===== src/sv/ypb_pkg.sv =====
package ypb_pkg;

    localparam int FMT_W     = 3;
    localparam int PIX_W     = 14;
    localparam int ALIGN_W   = 13;
    localparam int SIZE_W    = 15;
    localparam int STRIDE_W  = 16;
    localparam int OFFS_W    = 32;
    localparam int PLANES_W  = 2;
    localparam int AREA_W    = 30;

    typedef enum logic [FMT_W-1:0] {
        FMT_I420 = 3'd0,
        FMT_NV12 = 3'd1,
        FMT_NV21 = 3'd2,
        FMT_UYVY = 3'd3,
        FMT_YUY2 = 3'd4,
        FMT_P010 = 3'd5,
        FMT_I010 = 3'd6,
        FMT_NONE = 3'd7
    } pix_fmt_t;

    // Strides chosen for the format, handed to the size stages.
    typedef struct packed {
        pix_fmt_t              fmt;
        logic [STRIDE_W-1:0]   luma;
        logic [STRIDE_W-1:0]   chroma;
        logic [SIZE_W-1:0]     aw;
        logic [SIZE_W-1:0]     ah;
    } stride_word_t;

    typedef struct packed {
        logic                  format_ok;
        logic [STRIDE_W-1:0]   luma_stride;
        logic [STRIDE_W-1:0]   first_chroma_stride;
        logic [STRIDE_W-1:0]   second_chroma_stride;
        logic [OFFS_W-1:0]     first_chroma_offset;
        logic [OFFS_W-1:0]     second_chroma_offset;
        logic [PLANES_W-1:0]   plane_count;
        logic [OFFS_W-1:0]     buffer_bytes;
    } out_word_t;

endpackage


===== src/sv/ypb_stride.sv =====
// Rounds the aligned width to the stride alignment and picks the strides of the format.
module ypb_stride (
    input  logic                          clk,
    input  logic                          rst_n,
    input  logic                          en,
    input  logic                          in_valid,
    input  ypb_pkg::pix_fmt_t             fmt,
    input  logic [ypb_pkg::SIZE_W-1:0]    aw,
    input  logic [ypb_pkg::SIZE_W-1:0]    ah,
    input  logic [ypb_pkg::ALIGN_W-1:0]   h2,
    input  logic [ypb_pkg::ALIGN_W-1:0]   rem,
    input  logic                          q_lsb,
    output logic                          out_valid,
    output ypb_pkg::stride_word_t         out_word
);

    localparam int SW = ypb_pkg::STRIDE_W;

    logic [ypb_pkg::ALIGN_W:0] mod_sa;
    logic [SW-1:0]             aw16;
    logic [SW-1:0]             s_str;
    logic [SW-1:0]             c_p010;
    logic [SW-1:0]             l_p010;
    logic [SW-1:0]             c_i420;
    ypb_pkg::stride_word_t     word_next;
    ypb_pkg::stride_word_t     word_reg;
    logic                      valid_reg;

    // The stride alignment is twice h2, so an odd quotient adds h2 to the remainder.
    assign mod_sa = q_lsb ? ({1'b0, rem} + {1'b0, h2}) : {1'b0, rem};
    assign aw16   = {1'b0, aw};
    assign s_str  = (mod_sa == '0) ? aw16
                  : aw16 + {2'b0, h2, 1'b0} - {2'b0, mod_sa};
    assign c_p010 = (rem == '0) ? aw16 : aw16 + {3'b0, h2} - {3'b0, rem};
    assign l_p010 = {c_p010[SW-2:0], 1'b0};
    assign c_i420 = {1'b0, s_str[SW-1:1]};

    always_comb
    begin
        word_next.fmt = fmt;
        word_next.aw  = aw;
        word_next.ah  = ah;
        case (fmt)
            ypb_pkg::FMT_I420:
            begin
                word_next.luma   = s_str;
                word_next.chroma = c_i420;
            end
            ypb_pkg::FMT_NV12, ypb_pkg::FMT_NV21:
            begin
                word_next.luma   = s_str;
                word_next.chroma = s_str;
            end
            ypb_pkg::FMT_UYVY, ypb_pkg::FMT_YUY2:
            begin
                word_next.luma   = {aw, 1'b0};
                word_next.chroma = '0;
            end
            ypb_pkg::FMT_P010:
            begin
                word_next.luma   = l_p010;
                word_next.chroma = c_p010;
            end
            ypb_pkg::FMT_I010:
            begin
                word_next.luma   = l_p010;
                word_next.chroma = l_p010;
            end
            default:
            begin
                word_next.luma   = '0;
                word_next.chroma = '0;
            end
        endcase
    end

    always_ff @(posedge clk or negedge rst_n)
    begin
        if (!rst_n)
        begin
            valid_reg <= 1'b0;
        end
        else if (en)
        begin
            valid_reg <= in_valid;
        end
    end

    always_ff @(posedge clk)
    begin
        if (en)
        begin
            word_reg <= word_next;
        end
    end

    assign out_valid = valid_reg;
    assign out_word  = word_reg;

endmodule


===== config.mk =====
export PLATFORM = sky130hd
export DESIGN_NAME = ypb_stride
export DESIGN_NICKNAME = d
export VERILOG_FILES = /design/src/sv/ypb_pkg.sv /design/src/sv/ypb_stride.sv
export SDC_FILE = /design/constraint.sdc
export NUM_CORES = 1
export LEC_CHECK = 0
export BUFFER_PORTS_ARGS = -buffer_cell sky130_fd_sc_hd__buf_2
export CORE_ASPECT_RATIO = 0.9
export CORE_UTILIZATION = 35
export CTS_CLUSTER_SIZE = 12
export DETAILED_ROUTE_END_ITERATION = 8
export GPL_TIMING_DRIVEN = 0
export HOLD_SLACK_MARGIN = 0.08
export PLACE_DENSITY_LB_ADDON = 0.12
export SLEW_MARGIN = 25
export SYNTH_ARGS = -nofsm -noshare
export SYNTH_HDL_FRONTEND = slang
export SYNTH_SLANG_ARGS = --single-unit

===== constraint.sdc =====
create_clock -name clk -period 1.05 [get_ports clk]
set_clock_uncertainty 0.05 [all_clocks]
set_input_delay 0.0525 -clock clk [delete_from_list [all_inputs] [get_ports clk]]
set_output_delay 0.0525 -clock clk [all_outputs]
set_load 0.05 [all_outputs]

# ---- Word level (Yosys, flattened, before mapping)
# Cells that the tools add are included.
dict set report classes {
  addsub 5
  n_eq_ne 6
  n_mux 4
  n_reduce_logical 5
}
# cell count
set op_table {}
lappend op_table {{$pmux W32 S5} 1}
lappend op_table {{$mux W16} 2}
lappend op_table {{$add A15 B13 Y16} 1}
lappend op_table {{$add A15 B14 Y16} 1}
lappend op_table {{$sub A16 B13 Y16} 1}
lappend op_table {{$sub A16 B14 Y16} 1}
lappend op_table {{$add A13 B13 Y14} 1}
lappend op_table {{$logic_not A14 Y1} 1}
lappend op_table {{$mux W14} 1}
lappend op_table {{$logic_not A13 Y1} 1}
lappend op_table {{$eq A3 B3 Y1 const B} 3}
lappend op_table {{$eq A3 B2 Y1 const B} 2}
lappend op_table {{$reduce_or A2 Y1} 2}
lappend op_table {{$eq A3 B1 Y1 const B} 1}
lappend op_table {{$logic_not A3 Y1} 1}
dict set report word_totals {
  ff_bits 66
}

# ---- Depth between registers and ports, before layout
# Gate-level depths: netlist (run 1).
dict set report depth {
  depth_word 5
  ltp_mapped 21
  ltp_nobuf 21
}

# ---- Worst setup path after synthesis (run 1)
# Ideal clock, no wire load.
dict set report synth_path {
  path_type {input to register}
  start {input h2[0] (netlist bit)}
  end {register word_reg (netlist bit out_word[61]) (data pin)}
  setup_ns 0.158
  arrival_ns 4.084
  t_required_ns 0.842
  slack_ns -3.242
  path_stages 20
  path_buffers 0
  cell_sequence {ha_1 -> inv_1 -> fa_1 -> nor2b_4 -> o31a_1 -> o32a_1 -> xnor2_1 -> a21oi_1 -> fa_1 -> inv_1 -> ha_1 -> a21o_1 -> a21oi_1 -> o21ai_0 -> a2111oi_0 -> a211oi_1 -> and4_1 -> nor4b_1 -> o21ai_0 -> o211ai_1}
}
# element line_no
set synth_lines {}
lappend synth_lines {{from (decl)} ypb_stride.sv:10} ;# input logic [ypb_pkg::ALIGN_W-1:0] h2,
lappend synth_lines {{to (signal assigned)} ypb_stride.sv:93} ;# word_reg <= word_next;
lappend synth_lines {{to (decl)} ypb_stride.sv:26} ;# ypb_pkg::stride_word_t word_reg;

==> results of run 1 <==
==> worst min-delay path: stages <==
cell	delay, ns
sky130_fd_sc_hd__buf_2	0.15
sky130_fd_sc_hd__nand2_1	0.07
sky130_fd_sc_hd__nand3_1	0.11
==> metrics by stage <==
stage          instance area, sq um  utilization (%)
5_1_grt                        8850             52.6
3_5_place_dp                   7040             41.8
6_report                       8850             52.6
4_1_cts                        8550             50.8
2_1_floorplan                  6120                -
3_3_place_gp                   7030             41.8
==> path summary, 6_finish.rpt <==
path	cells after the start	slack, ns	end
setup / recovery	19	-2.93	out_word[43]
min in group asynchronous	3	0.51	out_valid
hold / removal	3	0.13	out_word[51]
hold reg to reg	1	0.45	out_valid
setup reg to reg	1	0.27	out_valid
max in group asynchronous	3	0.33	out_valid
==> cell families (layout without fill, tap and decap cells) <==
| logic type | Yosys count | in the layout |
|---|---|---|
| mux | 19 | 19 |
| compound gates | 191 | 191 |
| buf+inv | 108 | 337 |
| fa+ha+maj | 72 | 72 |
| xor+xnor | 26 | 26 |
| flops | 66 | 66 |
| simple gates | 168 | 168 |
==> cell type report <==
class / count / share of cell area [%]
well taps: 211 / 2.98
inverters: 88 / 3.76
repair buffers: 213 / 16.7
multi-input cells: 476 / 49.2
clock buffers: 10 / 2.70
flip-flops and latches: 66 / 22.3
plain buffers: 20 / 1.22
clock inverters: 6 / 1.02
==> report_power, final <==
group | total [mW] | internal [mW] | switching (mW) | leakage, nW
Combinational | 9.61 | 4.07 | 5.54 | 3.07
Sequential | 3.52 | 3.43 | 0.0968 | 0.644
Clock | 3.24 | 2.14 | 1.09 | 0.159
==> cell usage in the layout (no fill, tap or decap), types with 14 or more instances in the layout <==
cell type                         n
sky130_fd_sc_hd__a21o_1          16
sky130_fd_sc_hd__a21oi_1         33
sky130_fd_sc_hd__a21oi_2         14
sky130_fd_sc_hd__buf_2          118
sky130_fd_sc_hd__buf_4           37
sky130_fd_sc_hd__buf_6           21
sky130_fd_sc_hd__clkbuf_1        16
sky130_fd_sc_hd__dlygate4sd3_1   36
sky130_fd_sc_hd__edfxtp_1        65
sky130_fd_sc_hd__fa_1            25
sky130_fd_sc_hd__ha_1            25
sky130_fd_sc_hd__ha_4            15
sky130_fd_sc_hd__inv_1           82
sky130_fd_sc_hd__nand2_1         51
sky130_fd_sc_hd__nor2_1          52
sky130_fd_sc_hd__o21ai_0         25
==> what timing repair did <==
action                                  CTS  global route
buffers inserted                         40            10
endpoints found under the setup margin   34            36
resized for setup                       115            44
endpoints found under the hold margin    44             0
hold buffers                             36             0
pin swaps                                53            32
==> sequential cells by signal (all words and copies together) (netlist names) <==
| name | count |
|---|---|
| out_valid | 1 |
| out_word | 65 |
==> metal layers <==
| layer | GRT usage (%) | vias to the layer above | routed length (um) |
|---|---|---|---|
| met2 | 35.4 | 219 | 8620 |
| met4 | 6.53 | 0 | 348 |
| li1 | - | 2790 | - |
| met3 | 2.59 | 25 | 938 |
| met1 | 29.1 | 2669 | 8920 |
| met5 | 0 | - | 0 |
==> results by group, run 1 <==
Outcome
  • Outcome: finished, violations left
  • Violated checks: negative setup slack

Critical path
  • Maximum net fanout on the critical path: 3
  • Crit-path max cell delay: slightly above 0.5 ns
  • Standard cell with the maximum stage delay on the critical path: sky130_fd_sc_hd__fa_1
  • Worst R2R Start: out_valid
  • Crit path cell chain: buf_8 -> ha_4 -> inv_2 -> fa_2 -> nor2b_4 -> o31a_1 -> buf_4 -> o311a_1 -> o21ai_1 -> o311ai_4 -> fa_1 -> inv_1 -> ha_1 -> a2111oi_4 -> a211oi_2 -> xnor2_1 -> mux2i_1 -> a22oi_1 -> o221ai_1
  • Worst path required time: 1.04 ns
  • Critical path launch point type: primary input
  • Element type at the critical path end: register
  • Delay-heaviest family, CP: compound AO/OA/AOI/OAI gates
  • WS Path Type: primary input to register
  • Crit path launch: rem[0]
  • Crit path buffers/inverters: 4
  • Arrival time worst endpoint: about 4.0 ns

Route
  • Vias/cell: ~5.2
  • Drt drc: 0
  • Drt pass-1 iters: 5
  • DRC violation total after the first TritonRoute iteration: 412
  • Routed wire length per instance: approximately 17 um
  • Total wire length after detailed routing: 18800 um
  • Total via count after detailed routing: 5703
  • Number of nets with antenna violations after routing: 0

Yosys
  • Synthesized-area fraction occupied by xor and xnor cells: approximately 3.8%
  • Commonest cells post-synth: sky130_fd_sc_hd__inv_1, sky130_fd_sc_hd__edfxtp_1, sky130_fd_sc_hd__nor2_1, sky130_fd_sc_hd__a21oi_1, sky130_fd_sc_hd__nand2_1
  • Sequential fraction of the synthesis area: approximately 33%
  • Synth Net Count: 786
  • Post-Syn Area per Cell: about 9.2 sq um
  • Ys async rst share: ~1.5%
  • Number of warnings printed during yosys synthesis: 0
  • Multiplexer share of the synthesized area: approximately 3.4%
  • Prevailing post-synth register cell: sky130_fd_sc_hd__edfxtp_1
  • Post-Synth Adder-Cell Area: a little under a fifth
  • Cell with the most instances after synthesis: sky130_fd_sc_hd__inv_1
  • Area contributors post-synth: sky130_fd_sc_hd__edfxtp_1, sky130_fd_sc_hd__fa_1, sky130_fd_sc_hd__ha_1
  • Post-synthesis compound-gate area fraction: a little over a fifth
  • Number of library cell types mapped by synthesis: 67
  • Synthesized instance count: 650
  • Number of enable-type register cells in the synthesized netlist: 65
  • Dominant combinational cell family by area after synthesis: compound AO/OA/AOI/OAI gates
  • Number of register bits inferred by synthesis: 66
  • Area fraction in and, or, nand and nor cells after synthesis: 13.1%
  • Area share of the largest cell type after synthesis: 32.5%
  • Cell Area, Synth: between 6000 and 7000 sq um
  • Yosys top cell by area: sky130_fd_sc_hd__edfxtp_1

Clocking
  • TritonCTS Buffers: 9
  • Later-pin clock latency in the skew report: around 0.32 ns
  • Number of levels the H-tree was split into: 3
  • CTS sink count: 66
  • Clock tree from TritonCTS: done
  • CTS root buf: sky130_fd_sc_hd__clkbuf_16
  • Max Buffers Root-to-Sink: 2
  • Clock edge transition at the registers on the reported setup and hold paths: roughly 0.05 ns

Hold path
  • Min-delay worst type: primary input to register
  • Hold wc startpoint: aw[4]

Timing
  • Final worst setup slack: -2.93 ns
  • Number of pins exceeding their max-slew limit in the final report: 0
  • Slew at the pin closest to its max-slew limit: just under 0.9 ns
  • Unrepaired setup endpoints after global routing: yes
  • Number of hold violations in the final report: 0
  • Max-slew headroom at the worst pin: between 40% and 50%
  • Total negative setup slack: -82.71 ns
  • Maximum operating frequency: 0.251 GHz
  • Final min period: 3.98 ns
  • Number of setup violations in the final report: 32
  • Fin crit share: 379%
  • Worst hold slack across all endpoints: ~0.13 ns

Global route
  • Global route overflow: 0
  • Maximum number of pins on one net before global-route repair: between 60 and 70
  • GRT Overall Usage: 21.4%
  • Number of antenna violations at the first check in global routing: 0
  • Wire length of the first global-routing pass: about 30000 um
  • Number of global-route vias before repair: between 5k and 6k

Floorplanning
  • Rows: between 40 and 50
  • Top Ports: 130
  • Initial core utilization: between 30% and 40%
  • Die Width: approximately 140 um
  • DIE HEIGHT: between 100 and 150 um
  • Die Area: about 18000 sq um
  • Placeable Area: 16800 sq um

Flow run
  • Reported max-cap violation count: 0

Layout
  • Fraction of layout cells with a size suffix above 1: ~36%
  • Nets@finish: slightly above 1k
  • Sequential Area: slightly below 2000 sq um
  • Number of standard cells in the final layout excluding fillers: ~1.1k
  • Fillers: 1522
  • Area growth from synthesis to layout: 47.4%
  • Total area of multi-input combinational cells: roughly 4400 sq um
  • Inserted Diodes: 0

Power
  • PwrDens: ~1900 nW/um^2
  • Total chip power: roughly 16 mW
  • Leakage dissipation: slightly below 4 nW
  • Maximum resistive drop on vdd: around 0.91 mV

Place
  • Detailed-placement wirelength estimate: 14100 um
  • Number of cells after detailed placement: between 900 and 1k
  • Placer's final routability congestion estimate: between 0.8 and 0.9
  • Count of input and output buffers: between 100 and 150
  • Minimum setup slack after placement: -3.65 ns
No activity file was read; power rests on OpenSTA's default activity.
==> run 2: changes to the inputs <==
--- a/config.mk
+++ b/config.mk
@@ -13,6 +13,7 @@
 export GPL_TIMING_DRIVEN = 0
 export HOLD_SLACK_MARGIN = 0.08
 export PLACE_DENSITY_LB_ADDON = 0.12
+export SETUP_SLACK_MARGIN = 0.05
 export SLEW_MARGIN = 25
 export SYNTH_ARGS = -nofsm -noshare
 export SYNTH_HDL_FRONTEND = slang
==> results by group, run 2 (synthesis results as in run 1) <==
Clocking
  • Max Buffers Root-to-Sink: 2 (unchanged)
  • CTS root buf: sky130_fd_sc_hd__clkbuf_16
  • Later-pin clock latency in the skew report: 0.31 ns (about the same)
  • Number of levels the H-tree was split into: 3 (unchanged)
  • TritonCTS Buffers: 9 (unchanged)
  • CTS sink count: 66 (unchanged)
  • Clock tree from TritonCTS: done
  • Clock edge transition at the registers on the reported setup and hold paths: 0.06 ns (about the same)

Power
  • Leakage dissipation: 4.01 nW (+3.6%)
  • Maximum resistive drop on vdd: 0.728 mV (-20%)
  • Proportion of total power due to net switching: 40.4% (-0.68 points)
  • PwrDens: 1790 nW/um^2 (-3.0%)
  • Sequential group share of total power: 22.1% (+0.6 points)
  • Net Switching: 6.63 mW (-1.5%)
  • Logic gate share of total power: 59.9% (+1.2 points)
  • Proportion of power drawn by the clock network: 18.0% (-1.8 points)
  • Internal power: 9.76 mW (+1.3%)

Timing
  • Number of pins exceeding their max-slew limit in the final report: 0 (unchanged)
  • Total negative setup slack: -78.61 ns (+4.10 ns)
  • Number of setup violations in the final report: 32 (unchanged)
  • Unrepaired setup endpoints after global routing: yes
  • Final worst setup slack: -2.80 ns (+0.127 ns)
  • Fin crit share: 367% (-12 points)
  • Number of hold violations in the final report: 0 (unchanged)
  • Slew at the pin closest to its max-slew limit: 0.755 ns (-0.138 ns)
  • Maximum operating frequency: 0.260 GHz (+3.3%)
  • Max-slew headroom at the worst pin: 49.4% (+9.2 points)
  • Final min period: 3.85 ns (-0.127 ns)

Floorplanning
  • Top Ports: 130 (unchanged)
  • Rows: 45 (unchanged)
  • Placeable Area: 16800 sq um (unchanged)
  • Die Area: 17700 sq um (unchanged)
  • Initial core utilization: 35.6% (unchanged)
  • DIE HEIGHT: 126 um (unchanged)
  • Die Width: 140 um (unchanged)

Critical path
  • Element type at the critical path end: register
  • Delay-heaviest family, CP: compound AO/OA/AOI/OAI gates
  • Worst R2R Start: out_valid
  • Maximum net fanout on the critical path: 3 (unchanged)
  • WS Path Type: primary input to register
  • Crit path buffers/inverters: 6 (+2)
  • Standard cell with the maximum stage delay on the critical path: sky130_fd_sc_hd__or4_4
  • Crit path cell chain: buf_8 -> ha_4 -> inv_2 -> fa_2 -> nor2b_4 -> o31a_1 -> buf_4 -> or4_4 -> nand3_2 -> fa_1 -> inv_1 -> ha_2 -> a21oi_4 -> buf_6 -> buf_6 -> o21bai_4 -> a21oi_2 -> xor2_1 -> mux2i_2 -> a222oi_1 -> o21ai_1
  • Worst path required time: 1.04 ns (about the same)
  • Crit path launch: rem[0]
  • Critical path launch point type: primary input
  • Arrival time worst endpoint: 3.84 ns (-0.13 ns)
  • Crit-path max cell delay: 0.42 ns (-0.09 ns)
  • CP most frequent cell: sky130_fd_sc_hd__buf_6

Place
  • Placer's final routability congestion estimate: 0.875 (-0.46%)
  • Count of input and output buffers: 129 (unchanged)
  • Detailed-placement wirelength estimate: 14100 um (+0.43%)
  • Minimum setup slack after placement: -3.69 ns (-0.0454 ns)

Route
  • Drt drc: 0 (unchanged)
  • Drt pass-1 iters: 5 (unchanged)
  • Total via count after detailed routing: 5738 (+0.61%)
  • Number of nets with antenna violations after routing: 0 (unchanged)
  • Total wire length after detailed routing: 18900 um (+0.55%)
  • Routed wire length per instance: 17.3 um (about the same)
  • Vias/cell: 5.24 (about the same)
  • DRC violation total after the first TritonRoute iteration: 307 (-25%)

Layout
  • Nets@finish: 1016 (+0.59%)
  • Most common cell after layout, fill and taps aside: sky130_fd_sc_hd__inv_1
  • Sequential Area: 1980 sq um (about the same)
  • Area growth from synthesis to layout: 52.3%
  • Total area of multi-input combinational cells: 4300 sq um (-1.2%)
  • Most frequent cells in the layout: sky130_fd_sc_hd__inv_1, sky130_fd_sc_hd__edfxtp_1, sky130_fd_sc_hd__buf_6
  • Fraction of layout cells with a size suffix above 1: 36.7% (+0.89 points)
  • Fillers: 1481 (-2.7%)
  • Final Core Density: 54.3% (+1.7 points)
  • Number of flip-flops in the largest register: 65 (unchanged)
  • Inserted Diodes: 0 (unchanged)

Hold path
  • Hold wc startpoint: aw[14]
  • Min-delay worst type: primary input to register

Flow run
  • Reported max-cap violation count: 0 (unchanged)

Global route
  • Wire length of the first global-routing pass: 29400 um (-0.42%)
  • Number of global-route vias before repair: 5693 (-0.26%)
  • Number of antenna violations at the first check in global routing: 0 (unchanged)
  • Maximum number of pins on one net before global-route repair: 67 (unchanged)
  • GRT Overall Usage: 21.2% (-0.19 points)
  • Global route overflow: 0 (unchanged)

Outcome
  • Violated checks: negative setup slack
  • Outcome: finished, violations left
## run 2: changes by cell type in the layout (fill, tap and decap cells not counted), moves of 3 or more
cell / previous run / this run
sky130_fd_sc_hd__ha_4: 15 / 12
sky130_fd_sc_hd__buf_2: 118 / 56
sky130_fd_sc_hd__a21oi_2: 14 / 17
sky130_fd_sc_hd__a21oi_4: 6 / 3
sky130_fd_sc_hd__buf_6: 21 / 63
sky130_fd_sc_hd__o21ai_2: 7 / 11
sky130_fd_sc_hd__o21ai_1: 11 / 8
sky130_fd_sc_hd__buf_4: 37 / 62
## run 2: final timing paths
path / cells after the start / slack [ns] / endpoint
max in group asynchronous: 3 / 0.30 / out_valid
min in group asynchronous: 3 / 0.53 / out_valid
max: 21 / -2.80 / out_word[38]
max reg2reg: 1 / 0.23 / out_valid
min reg2reg: 1 / 0.48 / out_valid
min: 3 / 0.09 / out_word[45]
## run 2: layout make-up
| cell class | count | share of cell area, % |
|---|---|---|
| multi-input cells | 476 | 47.1 |
| flip-flops and latches | 66 | 21.7 |
| repair buffers | 219 | 20.3 |
| inverters | 88 | 3.62 |
| well taps | 211 | 2.89 |
| clock buffers | 13 | 2.85 |
| plain buffers | 20 | 1.18 |
| clock inverters | 3 | 0.438 |
## run 2: routing by layer
layer  wire, um  part of all wire, %  up-vias  global-route usage, %
li1           -                    -     2812                      -
met1       8970                   47     2696                   28.5
met2       8680                   46      204                   34.7
met3        901                  4.8       26                   2.81
met4        385                  2.0        0                   7.95
met5          0                    0        -                      0
## run 2: repair_timing
item,in CTS,in global routing
pin swaps,50,30
hold endpoints to repair,41,0
hold buffers,37,0
resized for setup,176,101
endpoints found under the setup margin,78,89
buffers inserted,39,16
## run 2: through the flow
step	hold WS (ns)	total power, mW	area [sq um]	std cells
after floorplan	-0.293	8.75	6130	650
after global placement	-0.222	10.4	7040	990
after detailed placement	-0.221	10.4	7040	990
after CTS	0.0807	15.5	8700	1082
after global routing	0.127	17.3	9140	1096
final	0.0856	16.4	9140	1096
## run 2: power by group through the flow
stage	registers [mW]	clock network, mW	logic [mW]
global route	3.66	3.12	10.5
detailed placement	3.59	0	6.86
finish	3.62	2.95	9.82
CTS	3.60	2.99	8.86
floorplan	4.98	0	3.77
global placement	3.57	0	6.83
